## config.mk

```make
export PLATFORM = sky130hd
export DESIGN_NAME = gpio_edge_interrupt_port
export DESIGN_NICKNAME = d
export VERILOG_FILES = /design/src/rtl/gei_pkg.sv /design/src/rtl/gpio_edge_interrupt_port.sv /design/src/rtl/gei_csr.sv /design/src/rtl/gei_core.sv
export SDC_FILE = /design/constraint.sdc
export NUM_CORES = 1
export LEC_CHECK = 0
export ABC_AREA = 1
export BUFFER_PORTS_ARGS = -buffer_cell sky130_fd_sc_hd__buf_2
export CAP_MARGIN = 20
export CORE_ASPECT_RATIO = 1.2
export CORE_MARGIN = 10
export CORE_UTILIZATION = 28
export DETAILED_ROUTE_END_ITERATION = 10
export PLACE_DENSITY_LB_ADDON = 0.1
export SETUP_SLACK_MARGIN = 0.5
export SLEW_MARGIN = 20
export SYNTH_ARGS = -nofsm -noshare
export SYNTH_HDL_FRONTEND = slang
export SYNTH_SLANG_ARGS = --single-unit
```

## constraint.sdc

```tcl
create_clock -name clock -period 4.1 [get_ports clock]
set_input_delay 0.82 -clock clock [delete_from_list [all_inputs] [get_ports clock]]
set_output_delay 0.82 -clock clock [all_outputs]
set_load 0.02 [all_outputs]
```

## src/rtl/gei_pkg.sv

```systemverilog
package gei_pkg;

   // request kinds
   localparam logic [1:0] REQ_READ  = 2'd0;
   localparam logic [1:0] REQ_WRITE = 2'd1;
   localparam logic [1:0] REQ_EVENT = 2'd2;
   localparam logic [1:0] REQ_TICK  = 2'd3;

   // register map
   localparam logic [3:0] ADDR_DIR     = 4'd0;
   localparam logic [3:0] ADDR_PIN     = 4'd1;
   localparam logic [3:0] ADDR_SET     = 4'd2;
   localparam logic [3:0] ADDR_CLR     = 4'd3;
   localparam logic [3:0] ADDR_EN_RISE = 4'd4;
   localparam logic [3:0] ADDR_EN_FALL = 4'd5;
   localparam logic [3:0] ADDR_ST_RISE = 4'd6;
   localparam logic [3:0] ADDR_ST_FALL = 4'd7;
   localparam logic [3:0] ADDR_INT_CLR = 4'd8;
   localparam logic [3:0] ADDR_PENDING = 4'd9;

   // result status
   localparam logic [1:0] STAT_OK        = 2'd0;
   localparam logic [1:0] STAT_BAD_PIN   = 2'd1;
   localparam logic [1:0] STAT_BAD_EVENT = 2'd2;
   localparam logic [1:0] STAT_BAD_ADDR  = 2'd3;

   // event kinds above this are rejected
   localparam logic [2:0] EVENT_MAX = 3'd3;

   // configuration register indexes
   localparam logic [0:0] CSR_VALID_MASK = 1'd0;

   // pins 0..30 except 12, 13 and 14
   localparam logic [31:0] VALID_MASK_RESET = 32'h7FFF_8FFF;

   typedef struct packed {
      logic [1:0]  kind;
      logic [3:0]  addr;
      logic [31:0] data;
      logic [4:0]  pin;
      logic [2:0]  event_kind;
      logic [31:0] levels;
   } item_type;

   typedef struct packed {
      logic [31:0] read_data;
      logic [1:0]  status_code;
      logic        irq;
   } result_type;

endpackage

```

## src/rtl/gpio_edge_interrupt_port.sv

```systemverilog
// A request beat held in the request register moves into the result register once
// the result side is free; a stalled result beat holds it back.
// Throughput: one request per cycle unless the result side stalls. The two registers
// form a two-stage pipe, so one request is still taken while a result waits.
// Reset (synchronous, active high): all port state clears to zero, the valid
// pin mask returns to 0x7FFF8FFF, and both pipe stages empty.
module gpio_edge_interrupt_port #(
   parameter int PIN_COUNT = 32
) (
   input  logic        clock,
   input  logic        reset,
   input  logic        req_valid,
   output logic        req_stall,
   input  logic [1:0]  req_type,
   input  logic [3:0]  req_reg_addr,
   input  logic [31:0] req_write_data,
   input  logic [4:0]  req_pin_index,
   input  logic [2:0]  req_event_kind,
   input  logic [31:0] req_pin_levels,
   output logic        rsp_valid,
   input  logic        rsp_stall,
   output logic [31:0] rsp_read_data,
   output logic [1:0]  rsp_status_code,
   output logic        rsp_irq,
   input  logic        psel,
   input  logic        penable,
   input  logic        pwrite,
   input  logic [2:0]  paddr,
   input  logic [31:0] pwdata,
   output logic [31:0] prdata,
   output logic        pready
);

   logic                item_valid_ff;
   gei_pkg::item_type   item_ff;
   logic                rsp_valid_ff;
   gei_pkg::result_type rsp_ff;
   gei_pkg::result_type result;
   logic [31:0]         valid_mask;
   logic                out_free;
   logic                fire;

   assign out_free  = !rsp_valid_ff || !rsp_stall;
   assign fire      = item_valid_ff && out_free;
   assign req_stall = item_valid_ff && !out_free;

   always_ff @(posedge clock) begin
      if (reset) begin
         item_valid_ff <= 1'b0;
      end else if (!req_stall) begin
         item_valid_ff <= req_valid;
      end
   end

   always_ff @(posedge clock) begin
      if (req_valid && !req_stall) begin
         item_ff.kind       <= req_type;
         item_ff.addr       <= req_reg_addr;
         item_ff.data       <= req_write_data;
         item_ff.pin        <= req_pin_index;
         item_ff.event_kind <= req_event_kind;
         item_ff.levels     <= req_pin_levels;
      end
   end

   gei_csr u_csr (
      .clock      (clock),
      .reset      (reset),
      .psel       (psel),
      .penable    (penable),
      .pwrite     (pwrite),
      .paddr      (paddr),
      .pwdata     (pwdata),
      .prdata     (prdata),
      .pready     (pready),
      .valid_mask (valid_mask)
   );

   gei_core #(
      .PIN_COUNT (PIN_COUNT)
   ) u_core (
      .clock      (clock),
      .reset      (reset),
      .fire       (fire),
      .item       (item_ff),
      .valid_mask (valid_mask),
      .result     (result)
   );

   // hold the result beat while stalled
   always_ff @(posedge clock) begin
      if (reset) begin
         rsp_valid_ff <= 1'b0;
      end else if (out_free) begin
         rsp_valid_ff <= item_valid_ff;
      end
   end

   always_ff @(posedge clock) begin
      if (fire) begin
         rsp_ff <= result;
      end
   end

   assign rsp_valid       = rsp_valid_ff;
   assign rsp_read_data   = rsp_ff.read_data;
   assign rsp_status_code = rsp_ff.status_code;
   assign rsp_irq         = rsp_ff.irq;

endmodule

```

## src/rtl/gei_csr.sv

```systemverilog
module gei_csr (
   input  logic        clock,
   input  logic        reset,
   input  logic        psel,
   input  logic        penable,
   input  logic        pwrite,
   input  logic [2:0]  paddr,
   input  logic [31:0] pwdata,
   output logic [31:0] prdata,
   output logic        pready,
   output logic [31:0] valid_mask
);

   logic [31:0] valid_mask_ff;
   logic [31:0] valid_mask_in;
   logic        hit;

   assign pready = 1'b1;
   assign hit    = (paddr[2] == gei_pkg::CSR_VALID_MASK) && (paddr[1:0] == 2'b00);

   always_comb begin
      valid_mask_in = valid_mask_ff;
      if (psel && penable && pwrite && pready && hit) begin
         valid_mask_in = pwdata;
      end
   end

   always_ff @(posedge clock) begin
      if (reset) begin
         valid_mask_ff <= gei_pkg::VALID_MASK_RESET;
      end else begin
         valid_mask_ff <= valid_mask_in;
      end
   end

   assign prdata     = hit ? valid_mask_ff : 32'd0;
   assign valid_mask = valid_mask_ff;

endmodule

```

## src/rtl/gei_core.sv

```systemverilog
module gei_core #(
   parameter int PIN_COUNT = 32
) (
   input  logic                 clock,
   input  logic                 reset,
   input  logic                 fire,
   input  gei_pkg::item_type    item,
   input  logic [31:0]          valid_mask,
   output gei_pkg::result_type  result
);

   localparam logic [31:0] PORT_MASK = 32'((64'd1 << PIN_COUNT) - 64'd1);

   logic [31:0] dir_ff, dir_in;
   logic [31:0] latch_ff, latch_in;
   logic [31:0] en_rise_ff, en_rise_in;
   logic [31:0] en_fall_ff, en_fall_in;
   logic [31:0] st_rise_ff, st_rise_in;
   logic [31:0] st_fall_ff, st_fall_in;
   logic [31:0] prev_ff, prev_in;

   logic [31:0] usable;
   logic [31:0] data;
   logic [31:0] levels;
   logic [31:0] pin_bit;
   logic [31:0] rdata;
   logic [1:0]  code;

   assign usable  = valid_mask & PORT_MASK;
   assign data    = item.data & PORT_MASK;
   assign levels  = item.levels & PORT_MASK;
   assign pin_bit = 32'd1 << item.pin;

   always_comb begin
      dir_in     = dir_ff;
      latch_in   = latch_ff;
      en_rise_in = en_rise_ff;
      en_fall_in = en_fall_ff;
      st_rise_in = st_rise_ff;
      st_fall_in = st_fall_ff;
      prev_in    = prev_ff;
      rdata      = 32'd0;
      code       = gei_pkg::STAT_OK;
      case (item.kind)
         gei_pkg::REQ_READ: begin
            case (item.addr)
               gei_pkg::ADDR_DIR:     rdata = dir_ff;
               gei_pkg::ADDR_PIN:     rdata = (latch_ff & dir_ff) | (prev_ff & ~dir_ff);
               gei_pkg::ADDR_SET:     rdata = latch_ff;
               gei_pkg::ADDR_CLR:     rdata = 32'd0;
               gei_pkg::ADDR_EN_RISE: rdata = en_rise_ff;
               gei_pkg::ADDR_EN_FALL: rdata = en_fall_ff;
               gei_pkg::ADDR_ST_RISE: rdata = st_rise_ff;
               gei_pkg::ADDR_ST_FALL: rdata = st_fall_ff;
               gei_pkg::ADDR_INT_CLR: rdata = 32'd0;
               gei_pkg::ADDR_PENDING: rdata = st_rise_ff | st_fall_ff;
               default:               code  = gei_pkg::STAT_BAD_ADDR;
            endcase
            rdata = rdata & PORT_MASK;
         end
         gei_pkg::REQ_WRITE: begin
            case (item.addr)
               gei_pkg::ADDR_DIR:     dir_in     = data;
               gei_pkg::ADDR_PIN:     latch_in   = data;
               gei_pkg::ADDR_SET:     latch_in   = latch_ff | data;
               gei_pkg::ADDR_CLR:     latch_in   = latch_ff & ~data;
               gei_pkg::ADDR_EN_RISE: en_rise_in = data & usable;
               gei_pkg::ADDR_EN_FALL: en_fall_in = data & usable;
               gei_pkg::ADDR_ST_RISE,
               gei_pkg::ADDR_ST_FALL,
               gei_pkg::ADDR_PENDING: ;
               gei_pkg::ADDR_INT_CLR: begin
                  st_rise_in = st_rise_ff & ~data;
                  st_fall_in = st_fall_ff & ~data;
               end
               default:               code = gei_pkg::STAT_BAD_ADDR;
            endcase
         end
         gei_pkg::REQ_EVENT: begin
            if ((usable & pin_bit) == 32'd0) begin
               code = gei_pkg::STAT_BAD_PIN;
            end else if (item.event_kind > gei_pkg::EVENT_MAX) begin
               code = gei_pkg::STAT_BAD_EVENT;
            end else begin
               en_rise_in = item.event_kind[0] ? (en_rise_ff | pin_bit)
                                               : (en_rise_ff & ~pin_bit);
               en_fall_in = item.event_kind[1] ? (en_fall_ff | pin_bit)
                                               : (en_fall_ff & ~pin_bit);
            end
         end
         default: begin
            // sample tick: latch enabled edges on pins valid right now
            st_rise_in = st_rise_ff | (levels & ~prev_ff & en_rise_ff & usable);
            st_fall_in = st_fall_ff | (~levels & prev_ff & en_fall_ff & usable);
            prev_in    = levels;
         end
      endcase
   end

   always_ff @(posedge clock) begin
      if (reset) begin
         dir_ff     <= 32'd0;
         latch_ff   <= 32'd0;
         en_rise_ff <= 32'd0;
         en_fall_ff <= 32'd0;
         st_rise_ff <= 32'd0;
         st_fall_ff <= 32'd0;
         prev_ff    <= 32'd0;
      end else if (fire) begin
         dir_ff     <= dir_in;
         latch_ff   <= latch_in;
         en_rise_ff <= en_rise_in;
         en_fall_ff <= en_fall_in;
         st_rise_ff <= st_rise_in;
         st_fall_ff <= st_fall_in;
         prev_ff    <= prev_in;
      end
   end

   assign result.read_data   = rdata;
   assign result.status_code = code;
   assign result.irq         = ((st_rise_in | st_fall_in) != 32'd0);

endmodule

```

==> results of run 1 <==
## cell usage in the layout (no fill, tap or decap), types with 2 or more instances in the layout
cell	netlist	routed
nor4_1	32	32
a21oi_4	0	3
buf_12	0	8
a31oi_1	6	4
a21oi_1	241	240
clkbuf_16	0	46
nor2_1	335	333
clkbuf_1	123	14
nand2_1	422	421
a31oi_4	0	2
nor3_1	32	32
clkbuf_8	0	4
o41ai_1	2	2
buf_4	3	49
o21ai_0	304	304
bufinv_16	0	3
nor2_4	3	5
o22ai_1	85	85
nand2_2	3	3
nor2_2	6	6
inv_2	9	10
o21ai_1	2	2
clkinv_2	0	8
clkinv_1	0	4
o211ai_1	2	2
buf_2	15	187
inv_1	348	345
edfxtp_1	113	113
dfxtp_1	258	258
nand3_2	3	3
nand4_1	88	88
nand3_1	180	180
clkinvlp_4	0	2
## through the flow
step	total power (W)	worst slack (ns)	hold slack (ns)	cell area, sq um
after floorplan	0.00474	0.987	0.454	18800
after global placement	0.00516	1.07	0.464	20700
after detailed placement	0.00517	1.06	0.469	20700
after CTS	0.00919	1.07	0.383	22200
after global routing	0.00945	0.848	0.393	22200
final	0.00908	1.06	0.413	22200
## routing by layer
layer | wire (um) | track usage (%) | up-vias
li1 | - | - | 9090
met2 | 41500 | 36.8 | 580
met1 | 31700 | 22.6 | 8976
met3 | 3640 | 2.25 | 148
met4 | 3650 | 8.46 | 0
met5 | 0 | 0 | -
## kinds of logic (layout without fill, tap and decap cells)
logic type | after synthesis | after routing
compound gates | 644 | 644
buf+inv | 516 | 682
flops | 371 | 371
other cells | 1 | 1
simple gates | 1107 | 1107
## how the worst max path moves through the flow
stage	startpoint	to	slack, ns
2_1_floorplan	rsp_stall	item_ff[0]	0.99
4_1_cts	item_ff[73]	rsp_read_data[19]	1.07
5_1_grt	item_ff[38]	flip-flop	0.85
6_report	item_ff[76]	flip-flop	1.06
3_5_place_dp	item_ff[73]	rsp_read_data[19]	1.06
3_3_place_gp	item_ff[73]	rsp_read_data[19]	1.07
## where the power goes
group          switching [W]  internal (W)  leakage [nW]  total, W
combinational       0.000711      0.000295          5.08   0.00101
clock                0.00166       0.00232         0.693   0.00398
sequential          0.000142       0.00395          3.19   0.00409
total                0.00252       0.00656          8.96   0.00908
## area by class of cell
type / count / area share, %
Multi-Input combinational cell: 1752 / 37.2
Clock inverter: 17 / 0.739
Sequential cell: 371 / 38.6
Timing Repair Buffer: 244 / 6.60
Inverter: 357 / 6.06
Clock buffer: 64 / 5.68
Tap cell: 901 / 5.09
==> run metrics, run 1 <==
status=complete, no violations; dominant cell type by area after synthesis=dfxtp_1; postcts setup bufs=0; initial antenna violation count=0; P per Cell Area=between 400 and 500 mW/mm^2; Initial Utilization=roughly 28%; Bufs and invs on worst path=4; Max Root-Sink Buffers=3; Die Y=304 um; hold depth=1; via count=between 15000 and 20000; GRT Total Usage=approximately 20%; clock sinks=371; syn avg cell area=slightly above 7 sq um; R2R depth=11; Routed Antenna Nets=0; final cell count without fillers=3706; Levels on crit path=11; XOR/XNOR share of the synthesized area=0%; Post-Syn Instances=around 2600; Yosys top cell area share=between 20% and 30%; drt wl/cell=~22 um; Top FF cell, synth=dfxtp_1; Worst Setup Start Kind=flip-flop; Core Box Area=0.0668 sq mm; Arr. time, crit path=about 3.5 ns; maximum vdd drop=between 0.0002 and 0.0003 V; mux contribution to synthesized area=0%; share of cells above drive strength 1=12.3%; WHS Endpoint=item_ff[44]; Post-synth EDFFs=between 100 and 150; Least-Margin Pin Slew=about 0.94 ns; post-layout min period=about 3.0 ns; max incr delay on CP=~0.54 ns; Netlist cell types=32; setup violators final=0; clk_lat worst skew=about 0.58 ns; Port Buffers=188; final net count=around 2900; worst-path fanout max=44; Syn Nets=2759; H-tree depth=2; clock slew at reported path FFs=0.06 ns; reg2reg start=item_ff[76]; maxcap violations=0; Area Growth Syn to Fin=18.0%; initial drt markers=1302; Setup CP Type=flip-flop to flip-flop; CTS buffer count=45; synthesized-area fraction occupied by adder cells=0%; RSZ-0062 raised after global routing=no; First-pass DRT Iterations=6; share of the yosys chip area belonging to registers=a little under half; Via density=5.07; Final Skew=0.0235 ns; fillers=7129; Commonest cells post-synth=422 x nand2_1, 348 x inv_1, 335 x nor2_1; Final GP Congestion=a little under 0.9; WL final=just over 80000 um; largest family of logic cells by synthesized area=simple AND/OR/NAND/NOR gates; Leakage=8.96 nW; fmax=approximately 330 MHz; Die Wd=257 um; Final period util=about 74%; max-slew violations=0; gr ovfl total=0; Clk Tree Root Cell=clkbuf_16; CP Capture Type=flip-flop; register bit total from synthesis=371; half-perimeter wire length after placement=approximately 55000 um; Synth Area in Simple Gates=roughly 26%; most area-consuming cells after synthesis=dfxtp_1 27%, edfxtp_1 18%, nand2_1 8.4%; CTS tree=done; CP max stage cell=buf_4; final core utilization=33.2%; R2R Setup Slk=between 1 and 1.5 ns; Cells after DPL=roughly 3600; post-synthesis compound-gate area fraction=between 10% and 20%; die area=0.0779 sq mm; Worst path top cell family by delay=buffers and inverters; storage element area=between 0.008 and 0.009 sq mm; most frequent cell after synthesis=nand2_1; CTS resizes=0; row count=104; min-delay worst type=input pin to flip-flop; hold_sp=req_write_data[4]; ant diodes=0; crit path cell chain=buf_12, nor2_4, buf_4, nand2_1, o211ai_1, a21oi_4, buf_4, nand3_1, nand2_1, inv_1, nor2_1; asr flop ratio synth=0%; wire length of the first global-routing pass=about 120000 um; worst path required time=4.57 ns; area of the multi-input gates=a little over 0.008 sq mm; largest net degree at the start of global routing=65; number of global-route vias before repair=approximately 18000; Post-CTS Hold Fix Bufs=0; Ys Warns=0; area of the mapped netlist=~0.019 sq mm; setup TNS=0 ns; slew margin rel.=between 30% and 40%; Remaining DRCs=0; Final Hold Fails=0; # IOs=190
Note: power is estimated with default switching activity, not from simulation.
==> inputs of run 2 (changes only) <==
Clock period 4.1 ns to 2.75 ns, I/O delays scaled along.
==> run 2 against run 1 <==
Clock-buffer cell count up 5; core utilization increased by 2.9 points; highest routed layer unchanged; hold slack worse by 0.28 ns; critical path depth rose by 3.
==> run metrics, run 2 (synthesis results as in run 1) <==
Area Growth Syn to Fin=28.3%; Post-Place Setup Slack=-0.0659 ns; Least-Margin Pin Slew=between 0.6 and 0.7 ns; Leakage=9.83 nW; gr ovfl total=0; First-pass DRT Iterations=5; Post-CTS Hold Fix Bufs=0; maximum vdd drop=~0.00036 V; final cell count without fillers=approximately 3800; most frequent cells in the layout=407 x nand2_1, 338 x inv_1, 311 x nor2_1, 294 x o21ai_0, 258 x dfxtp_1; CTS buffer count=47; half-perimeter wire length after placement=approximately 56000 um; status=complete, no violations; Final period util=between 80 and 90%; min-delay worst type=input pin to flip-flop; number of global-route vias before repair=18831; Final Skew=0.0224 ns; fillers=around 7000; wire length of the first global-routing pass=between 100000 and 150000 um; Die Wd=around 260 um; Core Box Area=0.0668 sq mm; Final GP Congestion=between 0.8 and 0.9; ant diodes=0; Cells after DPL=3648; most common library cell in the layout ignoring fill and taps=nand2_1; slew margin rel.=54.0%; Remaining DRCs=0; CP max stage cell=edfxtp_1; Routed Antenna Nets=0; RSZ-0062 raised after global routing=yes; crit path cell chain=buf_12, buf_6, nand4_1, o21ai_1, nor2_1, nand2_2, nor2_4, nand3_4, buf_12, clkbuf_16, nand3_1, nand2_1, inv_1, nor2_1; clock sinks=around 370; Final Hold Fails=0; CTS tree=done; WL final=85200 um; Worst Setup Start Kind=flip-flop; share of cells above drive strength 1=between 10% and 20%; Initial Utilization=between 20% and 30%; initial antenna violation count=0; worst path required time=approximately 3.2 ns; setup violators final=0; Max Root-Sink Buffers=3; max-slew violations=0; row count=around 100; final net count=2989; CP Capture Type=flip-flop; Clk Tree Root Cell=clkbuf_16; fmax=422 MHz; Setup CP Type=flip-flop to flip-flop; Die Y=approximately 300 um; Bufs and invs on worst path=5; final worst slack=around 0.38 ns; Port Buffers=about 190; # IOs=190; maxcap violations=0; worst-path fanout max=8; via count=19541; largest net degree at the start of global routing=89; Arr. time, crit path=approximately 2.8 ns; drt wl/cell=~22 um; GRT Total Usage=between 20% and 30%; die area=~0.078 sq mm; area of the multi-input gates=~0.0088 sq mm; post-layout min period=approximately 2.4 ns; max incr delay on CP=about 0.48 ns; clock slew at reported path FFs=around 0.060 ns; initial drt markers=1641; H-tree depth=2; Worst path top cell family by delay=simple AND/OR/NAND/NOR gates; storage element area=~0.0086 sq mm; Via density=slightly above 5; P per Cell Area=between 500 and 600 mW/mm^2; clk_lat worst skew=between 0.5 and 0.6 ns
==> run 2: worst paths after layout <==
kind                            start                  end  slack (ns)  cells after the start
hold / removal      req_pin_levels[5]           item_ff[5]        0.13                      1
setup / recovery          item_ff[38]            flip-flop        0.38                     14
setup reg to reg          item_ff[38]            flip-flop        0.38                     14
hold reg to reg   u_core.latch_ff[26]  u_core.latch_ff[26]        0.48                      2
==> run 2: power by group <==
group          switching, W  internal [W]  leakage [nW]  total, W
Clock               0.00250       0.00386         0.762   0.00636
Sequential         0.000211       0.00588          3.19   0.00609
Combinational       0.00121      0.000643          5.88   0.00185
Total               0.00392        0.0104          9.83    0.0143
==> run 2: timing repair <==
item,in CTS,in global routing
cloned,2,17
buffers inserted,27,27
pin swaps,13,76
gates resized for setup,52,105
endpoints found under the setup margin,96,135
==> run 2: stage by stage <==
step	util, %	setup TNS [ns]	total power, W	area, sq um	hold slack [ns]
2_1_floorplan	-	0	0.00708	18800	0.454
3_3_place_gp	31.5	-0.107	0.00774	21100	0.461
3_5_place_dp	31.5	-0.0659	0.00775	21100	0.469
4_1_cts	34.5	0	0.0143	23000	0.105
5_1_grt	36.1	0	0.0149	24100	0.112
6_report	36.1	0	0.0143	24100	0.132
==> run 2: cell type report <==
type                            count  share of cell area [%]
Clock buffer                       69                    5.60
Clock inverter                     18                   0.887
Inverter                          357                    5.60
Multi-Input combinational cell   1753                    36.3
Sequential cell                   371                    35.5
Tap cell                          901                    4.67
Timing Repair Buffer              339                    11.4
==> run 2: routing by layer <==
layer	wire, um	GRT usage [%]
met1	34100	23.5
met2	43000	36.8
met3	4640	2.65
met4	3480	7.45
met5	0	0
